===== config.mk =====
export PLATFORM = sky130hd
export DESIGN_NAME = pprau_front
export DESIGN_NICKNAME = d
export VERILOG_FILES = /design/src/sv/pprau_pkg.sv /design/src/sv/pprau_front.sv
export SDC_FILE = /design/constraint.sdc
export NUM_CORES = 1
export LEC_CHECK = 0
export ABC_AREA = 1
export ABC_CLOCK_PERIOD_IN_PS = 2800
export BUFFER_PORTS_ARGS = -buffer_cell sky130_fd_sc_hd__buf_2
export CAP_MARGIN = 20
export CORE_MARGIN = 2
export CORE_UTILIZATION = 45
export CTS_BUF_LIST = sky130_fd_sc_hd__clkbuf_8
export CTS_CLUSTER_SIZE = 30
export DETAILED_ROUTE_END_ITERATION = 12
export PLACE_DENSITY = 0.75
export SLEW_MARGIN = 10
export SYNTH_ARGS = -nofsm -noshare
export SYNTH_HDL_FRONTEND = slang
export SYNTH_SLANG_ARGS = --single-unit

===== constraint.sdc =====
create_clock -name clock -period 2.8 [get_ports clock]
set_input_delay 0.42 -clock clock [delete_from_list [all_inputs] [get_ports clock]]
set_output_delay 0.42 -clock clock [all_outputs]
set_load 0.01 [all_outputs]

===== src/sv/pprau_pkg.sv =====
package pprau_pkg;

   localparam int PIXEL_MEM_DEPTH   = 524288;
   localparam int MEM_AW            = $clog2(PIXEL_MEM_DEPTH);
   localparam int PIXELS_PER_ACCESS = 16;
   localparam int PIX_IDX_W         = $clog2(PIXELS_PER_ACCESS);
   localparam int ADDR_W            = 19;
   localparam int CNT_W             = 13;
   localparam int CSR_IDX_W         = 3;

   localparam logic [CSR_IDX_W-1:0] CSR_ROP_CONTROL   = 3'd0;
   localparam logic [CSR_IDX_W-1:0] CSR_PLANE_PROTECT = 3'd1;
   localparam logic [CSR_IDX_W-1:0] CSR_PIXEL_ENABLE  = 3'd2;
   localparam logic [CSR_IDX_W-1:0] CSR_BLOCK_LENGTH  = 3'd3;
   localparam logic [CSR_IDX_W-1:0] CSR_SHIFT_AMOUNTS = 3'd4;
   localparam logic [CSR_IDX_W-1:0] CSR_PALETTE_ONE   = 3'd5;
   localparam logic [CSR_IDX_W-1:0] CSR_PALETTE_TWO   = 3'd6;

   typedef enum logic [1:0] {
      CMD_READ  = 2'd0,
      CMD_WRITE = 2'd1,
      CMD_LOAD  = 2'd2,
      CMD_NOP   = 2'd3
   } cmd_type;

   // classified transaction handed from front to back
   typedef struct packed {
      cmd_type           cmd;
      logic [ADDR_W-1:0] base;
      logic [15:0]       data;
      logic [2:0]        plane;
   } job_type;

   typedef struct packed {
      logic [15:0] rop_control;
      logic [7:0]  plane_protect;
      logic [15:0] pixel_enable;
      logic [11:0] block_length;
      logic [15:0] shift_amounts;
      logic [7:0]  palette_one;
      logic [7:0]  palette_two;
   } csr_type;

   typedef enum logic [2:0] {
      ST_IDLE,
      ST_RD_ADDR,
      ST_RD_DATA,
      ST_WR_ADDR,
      ST_WR_DATA,
      ST_WR_STORE,
      ST_DONE
   } state_type;

   // enable bit for pixel i: bit order reversed within each byte
   function automatic logic [3:0] enable_pos(input logic [PIX_IDX_W-1:0] i);
      enable_pos = {i[3], ~i[2:0]};
   endfunction

   // ternary raster op, one minterm per code bit (S*4 + D*2 + P)
   function automatic logic [7:0] rop3(input logic [7:0] code, input logic [7:0] s,
                                       input logic [7:0] d, input logic [7:0] p1,
                                       input logic [7:0] p2);
      logic [7:0] r;
      r = 8'd0;
      if (code[7]) r |= s & d & p1;
      if (code[6]) r |= s & d & ~p1;
      if (code[5]) r |= s & ~d & p1;
      if (code[4]) r |= s & ~d & ~p1;
      if (code[3]) r |= ~s & d & p2;
      if (code[2]) r |= ~s & d & ~p2;
      if (code[1]) r |= ~s & ~d & p2;
      if (code[0]) r |= ~s & ~d & ~p2;
      rop3 = r;
   endfunction

endpackage


===== src/sv/pprau_front.sv =====
module pprau_front import pprau_pkg::*; (
   input  logic        clock,
   input  logic        reset,
   input  logic        req_push,
   output logic        req_full,
   input  logic [1:0]  req_cmd,
   input  logic [16:0] req_bus_offset,
   input  logic [15:0] req_write_data,
   input  logic [2:0]  req_pattern_plane,
   input  csr_type     csr,
   output logic        job_valid,
   output job_type     job,
   input  logic        job_take
);

   // two-entry queue of classified transactions
   job_type    q_ff [2];
   job_type    q_in [2];
   logic [1:0] cnt_ff, cnt_in;
   logic       push_ok;
   job_type    nj;
   logic [4:0] sh;

   always_comb begin
      sh = (cmd_type'(req_cmd) == CMD_WRITE) ? csr.shift_amounts[12:8]
                                              : csr.shift_amounts[4:0];
      nj.cmd   = cmd_type'(req_cmd);
      nj.base  = {req_bus_offset[15:0], 3'b000} + {14'd0, sh};
      nj.data  = req_write_data;
      nj.plane = req_pattern_plane;
   end

   assign req_full  = (cnt_ff == 2'd2);
   assign push_ok   = req_push && !req_full;
   assign job_valid = (cnt_ff != 2'd0);
   assign job       = q_ff[0];

   always_comb begin
      q_in[0] = q_ff[0];
      q_in[1] = q_ff[1];
      cnt_in  = cnt_ff;
      if (job_take && job_valid) begin
         q_in[0] = q_ff[1];
         cnt_in  = cnt_in - 2'd1;
      end
      if (push_ok) begin
         q_in[cnt_in[0]] = nj;
         cnt_in = cnt_in + 2'd1;
      end
   end

   always_ff @(posedge clock) begin
      q_ff[0] <= q_in[0];
      q_ff[1] <= q_in[1];
      if (reset) begin
         cnt_ff <= 2'd0;
      end else begin
         cnt_ff <= cnt_in;
      end
   end

endmodule


# ---- Yosys cells after proc, flatten, opt, wreduce, memory -nomap -nowiden
# Memories as Yosys holds them, arrays and structs flattened.
# Cells that the tools add are included.
# Widths: inputs -> output; s select.
dict set report totals {
  mem_count 1
  output_inout_bits 42
  ff_bits 2
  input_bits 126
  ramBits 80
  elab_cells 23
}
dict set report op_classes {
  reduce_logical 5
  eq_ne 2
  add_sub_neg 3
  bitwise 1
  magnitude_cmp 2
  n_mux 8
}
# name words width read_ports rd_ports_with_merged_regs write_ports line_no
set mem_list {}
lappend mem_list {q_ff 2 40 2 0 2 pprau_front.sv:17} ;# job_type q_ff [2];
# op count
set ops {}
lappend ops {{$bwmux 80} 1}
lappend ops {{$mux 40} 2}
lappend ops {{$mux 80} 1}
lappend ops {{$demux 40 s1} 1}
lappend ops {{$add 19x5->19} 1}
lappend ops {{$mux 5} 1}
lappend ops {{$mux 2} 2}
lappend ops {{$logic_and 1x1->1} 3}
lappend ops {{$add 2x1->2 const B} 1}
lappend ops {{$eq 2x1->1 const B} 1}
lappend ops {{$eq 2x2->1 const B} 1}
lappend ops {{$ge 2x2->1 const B} 1}
lappend ops {{$lt 2x1->1 const B} 1}
lappend ops {{$not 1->2} 1}
lappend ops {{$reduce_bool 2->1} 1}
lappend ops {{$sub 2x1->2 const B} 1}
lappend ops {{$logic_not 1->1} 1}

# ---- Logic depth before layout (Yosys ltp)
# Gate-level depths: netlist (run 1).
dict set report depth {
  depth_word 10
  depth_mapped 12
}

# ---- Least setup slack after synthesis (run 1)
# Ideal clock, no wire load.
dict set report synth_timing {
  path_kind {reg-to-reg}
  startpoint {register cnt_ff[0]}
  endpoint {register with a tool-made name}
  path_buffers 0
  required_ns 2.399
  stages_incl_launch_ff 7
  setup_slack_ns 0.421
  t_arrival_ns 1.978
  setup_ns 0.401
  synth_period_minus_slack_ns 2.379
  cell_sequence {dfxtp_1 > inv_1 > ha_1 > inv_2 > nand2_2 > xor2_2 > ha_1}
}
# element line_no
set synth_rtl {}
lappend synth_rtl {{start: declaration} pprau_front.sv:19} ;# logic [1:0] cnt_ff, cnt_in;
lappend synth_rtl {{start signal: assignment} pprau_front.sv:58} ;# cnt_ff <= cnt_in;

==> flow_metrics.py, run 1 <==
metrics = {
    "status": {
        "status": "complete, no violations",
    },
    "clock_network": {
        "clk_latency_ns": 0.35,
        "path_clk_slew_ns": 0.09,
        "tritoncts_num_sinks": 82,
        "numCtsBuffers": 9,
        "cts-hold-fix-buffers": 0,
        "cts_setup_buffers": 0,
        "root_buffer": "clkbuf_8",
        "cts_buffer_depth": 2,
        "cts-htree-levels": 3,
        "cts_tree": "done",
        "ctsResizeCount": 0,
    },
    "synthesis": {
        "syn_inst": 492,
        "synth_flop_cell": "dfxtp_1",
        "post_synth_num_cell_types": 26,
        "avgSynthCellArea_um2": 8.115,
        "syn_area_um2": 3993,
        "synth-edff-count": 40,
        "ys_warn_count": 0,
        "synth_nets": 624,
        "async_flop_share_pct": 0,
        "ys_seq_elements": 82,
        "yosysSeqAreaShare_pct": 51.14,
    },
    "final_layout": {
        "drive_above_1_share_pct": 22.22,
        "utilization_pct": 51.23,
        "area_growth_pct": 11.34,
        "final_nets": 676,
        "antenna_cells": 0,
    },
    "sta": {
        "skew_ns": 0.01072,
        "post-route-period-util_pct": 83.22,
        "min_period_ns": 2.330,
        "setup_tns_ns": 0,
        "rsz0062_at_grt": "false",
        "setup_viol": 0,
        "hold_viol": 0,
        "tightest_slew_ns": 0.5052,
        "layout_setup_ws_ns": 0.4698,
        "max_slew_margin_pct": 66.24,
        "drv_slew": 0,
        "fmax_ghz": 0.4291,
    },
    "place": {
        "hpwlAfterDp_mm": 5.798,
        "portBuffers": 92,
        "gp_congestion": 0.8498,
        "pre_cts_slack_ns": 0.1222,
    },
    "critical_path": {
        "reg2reg_depth": 7,
        "reg2reg_from": "cnt_ff[0]",
        "cp-end-kind": "flip-flop",
        "cp_max_fo": 6,
        "cp-startpoint": "req_cmd[0]",
        "critical_path_arrival_ns": 2.44,
        "worst_setup_path_start_kind": "input pin",
        "required_ns": 2.91,
        "path_class": "input pin to flip-flop",
        "r2r_setup_slack_ns": 0.77,
    },
    "hold_path": {
        "hp-start": "reset",
        "hold_end": "cnt_ff[0]",
        "hold_depth": 2,
        "worstHoldPathType": "input pin to flip-flop",
    },
    "route": {
        "num_vias": 3180,
        "ant_nets": 0,
        "drtIter0Drc": 65,
        "wl_mm": 8.663,
        "drt_pass1_iterations": 4,
        "route.detailed.drc": 0,
        "wl_per_cell_um": 13.19,
        "vias_per_cell": 4.840,
    },
    "power": {
        "peakVddDrop_mv": 0.4884,
        "power_leakage_nw": 2.226,
        "powerDensity_nw_per_um2": 1050,
    },
    "die": {
        "rows": 34,
        "dieHeight_um": 98.20,
        "start_util_pct": 46.01,
        "die-area_um2": 9642,
        "core_area_um2": 8678,
        "die_w_um": 98.20,
        "ioPinCount": 168,
    },
    "global_route": {
        "grt_use_total_pct": 17.87,
        "grt_first_pass_wirelength_mm": 13.81,
        "grt_overflow_total": 0,
        "grt_pass1_vias": 2935,
        "grt_max_degree": 43,
        "antenna_found_initial": 0,
    },
    "flow_run": {
        "maxCapViolations": 0,
    },
}
power by group:
part | leakage (nW) | switching, mW | internal (mW)
Clock | 0.0836 | 0.424 | 0.313
Combinational | 1.42 | 1.26 | 0.711
Sequential | 0.722 | 0.186 | 1.77
Total | 2.23 | 1.87 | 2.79
logic make-up (layout without fill, tap and decap cells):
kind of cell / count (synthesis) / count (layout) / share of synthesized area, %
mux: 3 / 3 / 0.8148
flops: 82 / 82 / 51.14
xor+xnor: 8 / 8 / 1.943
fa+ha+maj: 6 / 6 / 2.068
buf+inv: 78 / 135 / 11.63
compound gates: 7 / 7 / 1.065
simple gates: 308 / 308 / 31.34
Yosys cell counts (all sizes together) (2+ instances only):
cell type	number	share of area (%)
and2	6	0.94
buf	51	9.1
clkbuf	9	0.85
dfxtp	42	21
edfxtp	40	30
ha	5	1.6
inv	18	1.7
mux2	2	0.56
nand2	225	21
nand3	54	6.8
nand4	4	0.63
nor2	19	1.8
o21ai	3	0.38
o21bai	3	0.56
xnor2	3	0.66
xor2	5	1.3
critical path, stage by stage:
cell and delay, ns:
buf_2 0.15, nand2_1 0.21, mux2_2 0.37, ha_1 0.21, fa_1 0.42, nand2_1 0.18, nor2_1 0.12, nand2_1 0.14
o21bai_1 0.09, and2_1 0.14
cell type report:
class                   instances  area (um^2)
fillers                       869         4233
multi-input cells             332         1496
clock inverters                 7        40.04
inverters                      18        67.56
flip-flops and latches         82         2042
well taps                     108        135.1
clock buffers                   9        123.9
repair buffers                101        540.5
layout by cell type, fill, tap and decap left out, types with 2 or more instances in the layout:
master | synthesis | final
nand2_1 | 224 | 224
buf_2 | 8 | 92
nand3_1 | 54 | 54
dfxtp_1 | 42 | 42
edfxtp_1 | 40 | 40
inv_1 | 17 | 19
nor2_1 | 19 | 18
clkbuf_8 | 0 | 9
buf_4 | 41 | 8
and2_1 | 6 | 6
nand4_1 | 4 | 4
xor2_1 | 4 | 4
ha_1 | 5 | 4
o21bai_1 | 3 | 3
xnor2_1 | 3 | 3
clkinvlp_4 | 0 | 3
mux2_2 | 2 | 2
o21ai_0 | 2 | 2
clkinv_2 | 0 | 2
worst max-delay path by stage:
| stage | slack (ns) | cells past startpoint | to |
|---|---|---|---|
| 2_1_floorplan | 0.42 | 6 | flip-flop |
| 3_3_place_gp | 0.18 | 10 | flip-flop |
| 4_1_cts | 0.51 | 10 | flip-flop |
| 5_1_grt | 0.38 | 11 | flip-flop |
| 3_5_place_dp | 0.12 | 10 | flip-flop |
| 6_report | 0.47 | 10 | flip-flop |
metal layers:
layer	routed length [um]	global-route usage [%]	vias to the layer above	part of all wire [%]
met1	3986	22.95	1458	46
met2	4118	29.98	78	48
met3	391	3.293	16	4.5
met4	167	7.060	0	1.9
met5	0	0	-	0
li1	-	-	1628	-
per-stage QoR:
stage / hold WS (ns) / total power, mW / cells / cell area (um^2)
3_5_place_dp: 0.5126 / 3.979 / 641 / 4282
6_report: 0.2314 / 4.666 / 657 / 4446
3_3_place_gp: 0.5092 / 3.921 / 641 / 4282
5_1_grt: 0.2320 / 5.043 / 657 / 4446
2_1_floorplan: 0.4912 / 3.645 / 492 / 3993
4_1_cts: 0.2209 / 4.721 / 657 / 4446
(Power assumes the default switching activity.)
==> run 2, diff against run 1 <==
ABC_CLOCK_PERIOD_IN_PS = 2050   (was 2800)
PLACE_DENSITY = 0.78   (was 0.75)
clock period = 2.05 ns   (was 2.8 ns; I/O delays follow)
==> flow_metrics.py, run 2 (synthesis results as in run 1) <==
metrics = {
    "status": {
        "status": "complete, no violations",
    },
    "global_route": {
        "antenna_found_initial": 0,
        "grt_overflow_total": 0,
        "grt_use_total_pct": 18.47,
        "grt_pass1_vias": 3081,
        "grt_first_pass_wirelength_mm": 14.43,
        "grt_max_degree": 43,
    },
    "clock_network": {
        "numCtsBuffers": 9,
        "cts_buffer_depth": 2,
        "clk_latency_ns": 0.35,
        "path_clk_slew_ns": 0.09,
        "root_buffer": "clkbuf_8",
        "cts-hold-fix-buffers": 0,
        "cts_tree": "done",
        "cts-htree-levels": 3,
        "tritoncts_num_sinks": 82,
    },
    "route": {
        "vias_per_cell": 4.781,
        "route.detailed.drc": 0,
        "wl_per_cell_um": 13.03,
        "drt_pass1_iterations": 4,
        "wl_mm": 8.733,
        "num_vias": 3203,
        "ant_nets": 0,
        "drtIter0Drc": 122,
    },
    "sta": {
        "rsz0062_at_grt": "false",
        "fmax_ghz": 0.5263,
        "hold_viol": 0,
        "max_slew_margin_pct": 67.90,
        "setup_viol": 0,
        "post-route-period-util_pct": 92.69,
        "layout_setup_ws_ns": 0.1498,
        "skew_ns": 0.01020,
        "setup_tns_ns": 0,
        "min_period_ns": 1.900,
        "tightest_slew_ns": 0.4816,
        "drv_slew": 0,
    },
    "power": {
        "powerDensity_nw_per_um2": 1423,
        "peakVddDrop_mv": 0.4966,
        "power_leakage_nw": 2.303,
    },
    "hold_path": {
        "hp-start": "reset",
        "hold_depth": 2,
        "hold_end": "cnt_ff[0]",
        "worstHoldPathType": "input pin to flip-flop",
    },
    "final_layout": {
        "final.fill_count": 845,
        "utilization_pct": 52.85,
        "final_nets": 689,
        "drive_above_1_share_pct": 24.73,
        "antenna_cells": 0,
        "layout_common_cells": "223 x nand2_1, 92 x buf_2, 54 x nand3_1",
        "final_common_cell": "nand2_1",
        "area_growth_pct": 14.89,
    },
    "critical_path": {
        "r2r_setup_slack_ns": 0.22,
        "reg2reg_from": "cnt_ff[0]",
        "cp-end-kind": "flip-flop",
        "reg2reg_depth": 9,
        "path_class": "input pin to flip-flop",
        "worst_setup_path_start_kind": "input pin",
        "r2r-end": "q_ff[0][28]",
        "required_ns": 2.34,
        "critical_path_arrival_ns": 2.19,
        "cp_max_fo": 4,
    },
    "place": {
        "hpwlAfterDp_mm": 5.786,
        "gp_congestion": 0.8182,
        "pre_cts_slack_ns": -0.2172,
        "portBuffers": 92,
    },
    "die": {
        "dieHeight_um": 98.20,
        "ioPinCount": 168,
        "rows": 34,
        "die_w_um": 98.20,
        "start_util_pct": 46.01,
        "core_area_um2": 8678,
        "die-area_um2": 9642,
    },
    "flow_run": {
        "maxCapViolations": 0,
    },
}
==> run 2: area by class of cell <==
class | count | area (um^2) | area share (%)
clock inverter | 7 | 62.56 | 1.364
clock buffer | 9 | 123.9 | 2.700
timing repair buffer | 114 | 654.4 | 14.27
inverter | 18 | 67.56 | 1.473
sequential | 82 | 2042 | 44.52
multi-input combinational | 332 | 1501 | 32.73
tap | 108 | 135.1 | 2.946
==> run 2: per-layer routing <==
layer / track usage, % / vias up / share of wire, %
met2: 31.14 / 91 / 48
met5: 0 / - / 0
li1: - / 1654 / -
met4: 6.217 / 0 / 1.3
met1: 23.76 / 1448 / 45
met3: 3.865 / 10 / 6.0
==> run 2: how the worst max path moves through the flow <==
stage | start | end | slack, ns | depth (start not counted)
floorplan | req_cmd[1] | flip-flop | 0.01 | 10
global placement | req_cmd[1] | flip-flop | -0.17 | 11
detailed placement | req_cmd[1] | q_ff[0][30] | -0.22 | 13
CTS | cnt_ff[0] | job_valid | 0.07 | 5
global route | cnt_ff[0] | q_ff[0][34] | 0.02 | 10
finish | req_cmd[1] | q_ff[0][30] | 0.15 | 13
==> run 2: worst max-delay path: stages <==
cell,delay (ns)
buf_2,0.09
inv_1,0.06
nand2_2,0.10
mux2_2,0.35
ha_2,0.19
fa_2,0.35
nand2_1,0.15
nor2_2,0.08
nand2_1,0.10
buf_4,0.12
xnor2_1,0.16
nand2_1,0.08
nand2_1,0.06
==> run 2: metrics by stage <==
step	hold slack, ns	cell area, um^2	cells	total power [mW]
after detailed placement	0.4969	4394	654	5.466
after global placement	0.4923	4394	654	5.379
after CTS	0.1135	4581	670	6.602
after floorplan	0.3787	4003	492	4.980
final	0.1284	4587	670	6.528
after global routing	0.1171	4587	670	7.085
==> run 2: timing repair <==
item,4_1_cts,5_1_grt
hold endpoints to repair,0,0
setup endpoints to repair,0,2
gates resized for setup,0,2
setup buffers,0,0
==> run 2: power breakdown <==
group	switching (mW)	internal, mW
Sequential	0.248	2.41
Combinational	1.73	1.01
Clock	0.576	0.550
Total	2.55	3.98
==> run 3, diff against run 2 <==
CAP_MARGIN = unset   (was 20)
CORE_ASPECT_RATIO = 1.4   (was unset)
GPL_TIMING_DRIVEN = 0   (was unset)
==> flow_metrics.py, run 3 (synthesis results as in run 1) <==
metrics = {
    "final_layout": {
        "seqCellArea_um2": 2042,
        "area_growth_pct": 21.18,
        "multi_input_area_um2": 1519,
        "layoutNonFillerInstCount": 707,
        "drive_above_1_share_pct": 28.57,
        "final.fill_count": 817,
        "antenna_cells": 0,
        "layout_common_cells": "221 x nand2_1, 100 x buf_2, 54 x nand3_1",
        "final_nets": 730,
        "final_common_cell": "nand2_1",
    },
    "clock_network": {
        "cts_buffer_depth": 2,
        "cts-hold-fix-buffers": 0,
        "path_clk_slew_ns": 0.08,
        "cts_tree": "done",
        "tritoncts_num_sinks": 82,
        "numCtsBuffers": 9,
        "cts-htree-levels": 3,
        "clk_latency_ns": 0.35,
        "root_buffer": "clkbuf_8",
    },
    "die": {
        "die_w_um": 83.61,
        "dieHeight_um": 115.5,
        "die-area_um2": 9652,
        "core_area_um2": 8608,
        "start_util_pct": 46.38,
        "rows": 40,
        "ioPinCount": 168,
    },
    "sta": {
        "hold_viol": 0,
        "drv_slew": 0,
        "skew_ns": 0.005365,
        "post-route-period-util_pct": 93.76,
        "min_period_ns": 1.922,
        "setup_viol": 0,
        "max_slew_margin_pct": 65.11,
        "layout_setup_ws_ns": 0.1279,
        "rsz0062_at_grt": "false",
        "fmax_ghz": 0.5203,
        "setup_tns_ns": 0,
        "whs_ns": 0.1223,
        "tightest_slew_ns": 0.5234,
    },
    "hold_path": {
        "hold_depth": 2,
        "worstHoldPathType": "input pin to flip-flop",
    },
    "power": {
        "p_clk_share_pct": 14.6,
        "peakVddDrop_mv": 0.7453,
        "seq_power_share_pct": 38.1,
        "swShare_pct": 37.47,
        "p_int_mw": 4.381,
        "powerDensity_nw_per_um2": 1448,
        "switchingPower_mw": 2.625,
        "combPwrFrac_pct": 47.3,
        "power_leakage_nw": 2.467,
    },
    "global_route": {
        "grt_overflow_total": 0,
        "grt_pass1_vias": 3080,
        "grt_max_degree": 22,
        "grt_first_pass_wirelength_mm": 14.10,
        "grt_use_total_pct": 18.33,
        "antenna_found_initial": 0,
    },
    "critical_path": {
        "path_common_cell": "nand2_2",
        "critical_path_arrival_ns": 2.03,
        "r2r_setup_slack_ns": 0.24,
        "path_class": "input pin to flip-flop",
        "worst_setup_path_start_kind": "input pin",
        "max_stage_delay_ns": 0.36,
        "cp_max_fo": 5,
        "worstPathCellList": "buf_2 > inv_2 > nand2_2 > mux2_2 > ha_2 > fa_2 > nand2_2 > nor2_4 > nand2_1 > o21bai_1 > and2_1",
        "reg2reg_depth": 7,
        "required_ns": 2.16,
        "slowest_stage": "mux2_2",
        "cp-end-kind": "flip-flop",
    },
    "route": {
        "wl_met1_mm": 3.883,
        "drt_pass1_iterations": 4,
        "route.detailed.drc": 0,
        "wl_met3_um": 362,
        "route.top_layer_used": "met4",
        "drtIter0Drc": 164,
        "vias_per_cell": 4.716,
        "num_vias": 3334,
        "wl_per_cell_um": 12.36,
        "wl_met2_mm": 4.308,
        "wl_mm": 8.737,
        "ant_nets": 0,
    },
    "place": {
        "dpl.cell_count": 689,
        "pre_cts_slack_ns": -0.4531,
        "portBuffers": 92,
        "hpwlAfterDp_mm": 6.310,
        "gp_congestion": 0.8216,
    },
    "flow_run": {
        "maxCapViolations": 0,
    },
    "status": {
        "status": "complete, no violations",
    },
}
run 3: cell type report:
class | instances | area share, %
buffer | 60 | 8.223
clock buffer | 11 | 3.129
clock inverter | 4 | 0.4138
inverter | 18 | 1.396
multi-input combinational | 332 | 31.39
sequential | 82 | 42.20
tap | 105 | 2.715
timing repair buffer | 95 | 10.52
run 3: worst paths after layout:
| path | start | end |
|---|---|---|
| hold / removal | reset | cnt_ff[0] |
| hold reg to reg | q_ff[0][18] | q_ff[0][18] |
| setup reg to reg | cnt_ff[0] | flip-flop |
| setup / recovery | req_cmd[1] | flip-flop |
run 3: power groups by stage:
stage	clock, mW	combinational, mW	sequential [mW]
after CTS	1.06	3.33	2.67
after global placement	0	3.17	2.69
after global routing	1.12	3.73	2.74
after detailed placement	0	3.23	2.71
after floorplan	0	2.34	2.64
final	1.02	3.31	2.67
run 3: stage by stage:
step	utilization (%)	power, mW	cell area, um^2
finish	56.21	7.006	4838
global route	56.21	7.584	4838
CTS	55.83	7.058	4806
detailed placement	53.37	5.945	4594
global placement	53.37	5.864	4594
floorplan	-	4.980	4003
run 3: repair_timing:
item | in CTS | in global routing
buffers inserted | 1 | 2
endpoints found under the setup margin | 41 | 28
resized for setup | 2 | 6
gates cloned | 0 | 0
run 3: routing by layer:
layer  up-vias  GRT usage [%]
li1       1742              -
met1      1504          22.67
met2        74          31.52
met3        14          3.490
met4         0          7.849
met5         -              0
run 3: critical path: cells and delay by family:
kind            cells  cell delay (ns)
compound gates      1             0.08
fa+ha+maj           2             0.55
buf+inv             2             0.18
mux                 1             0.36
simple gates        5             0.57
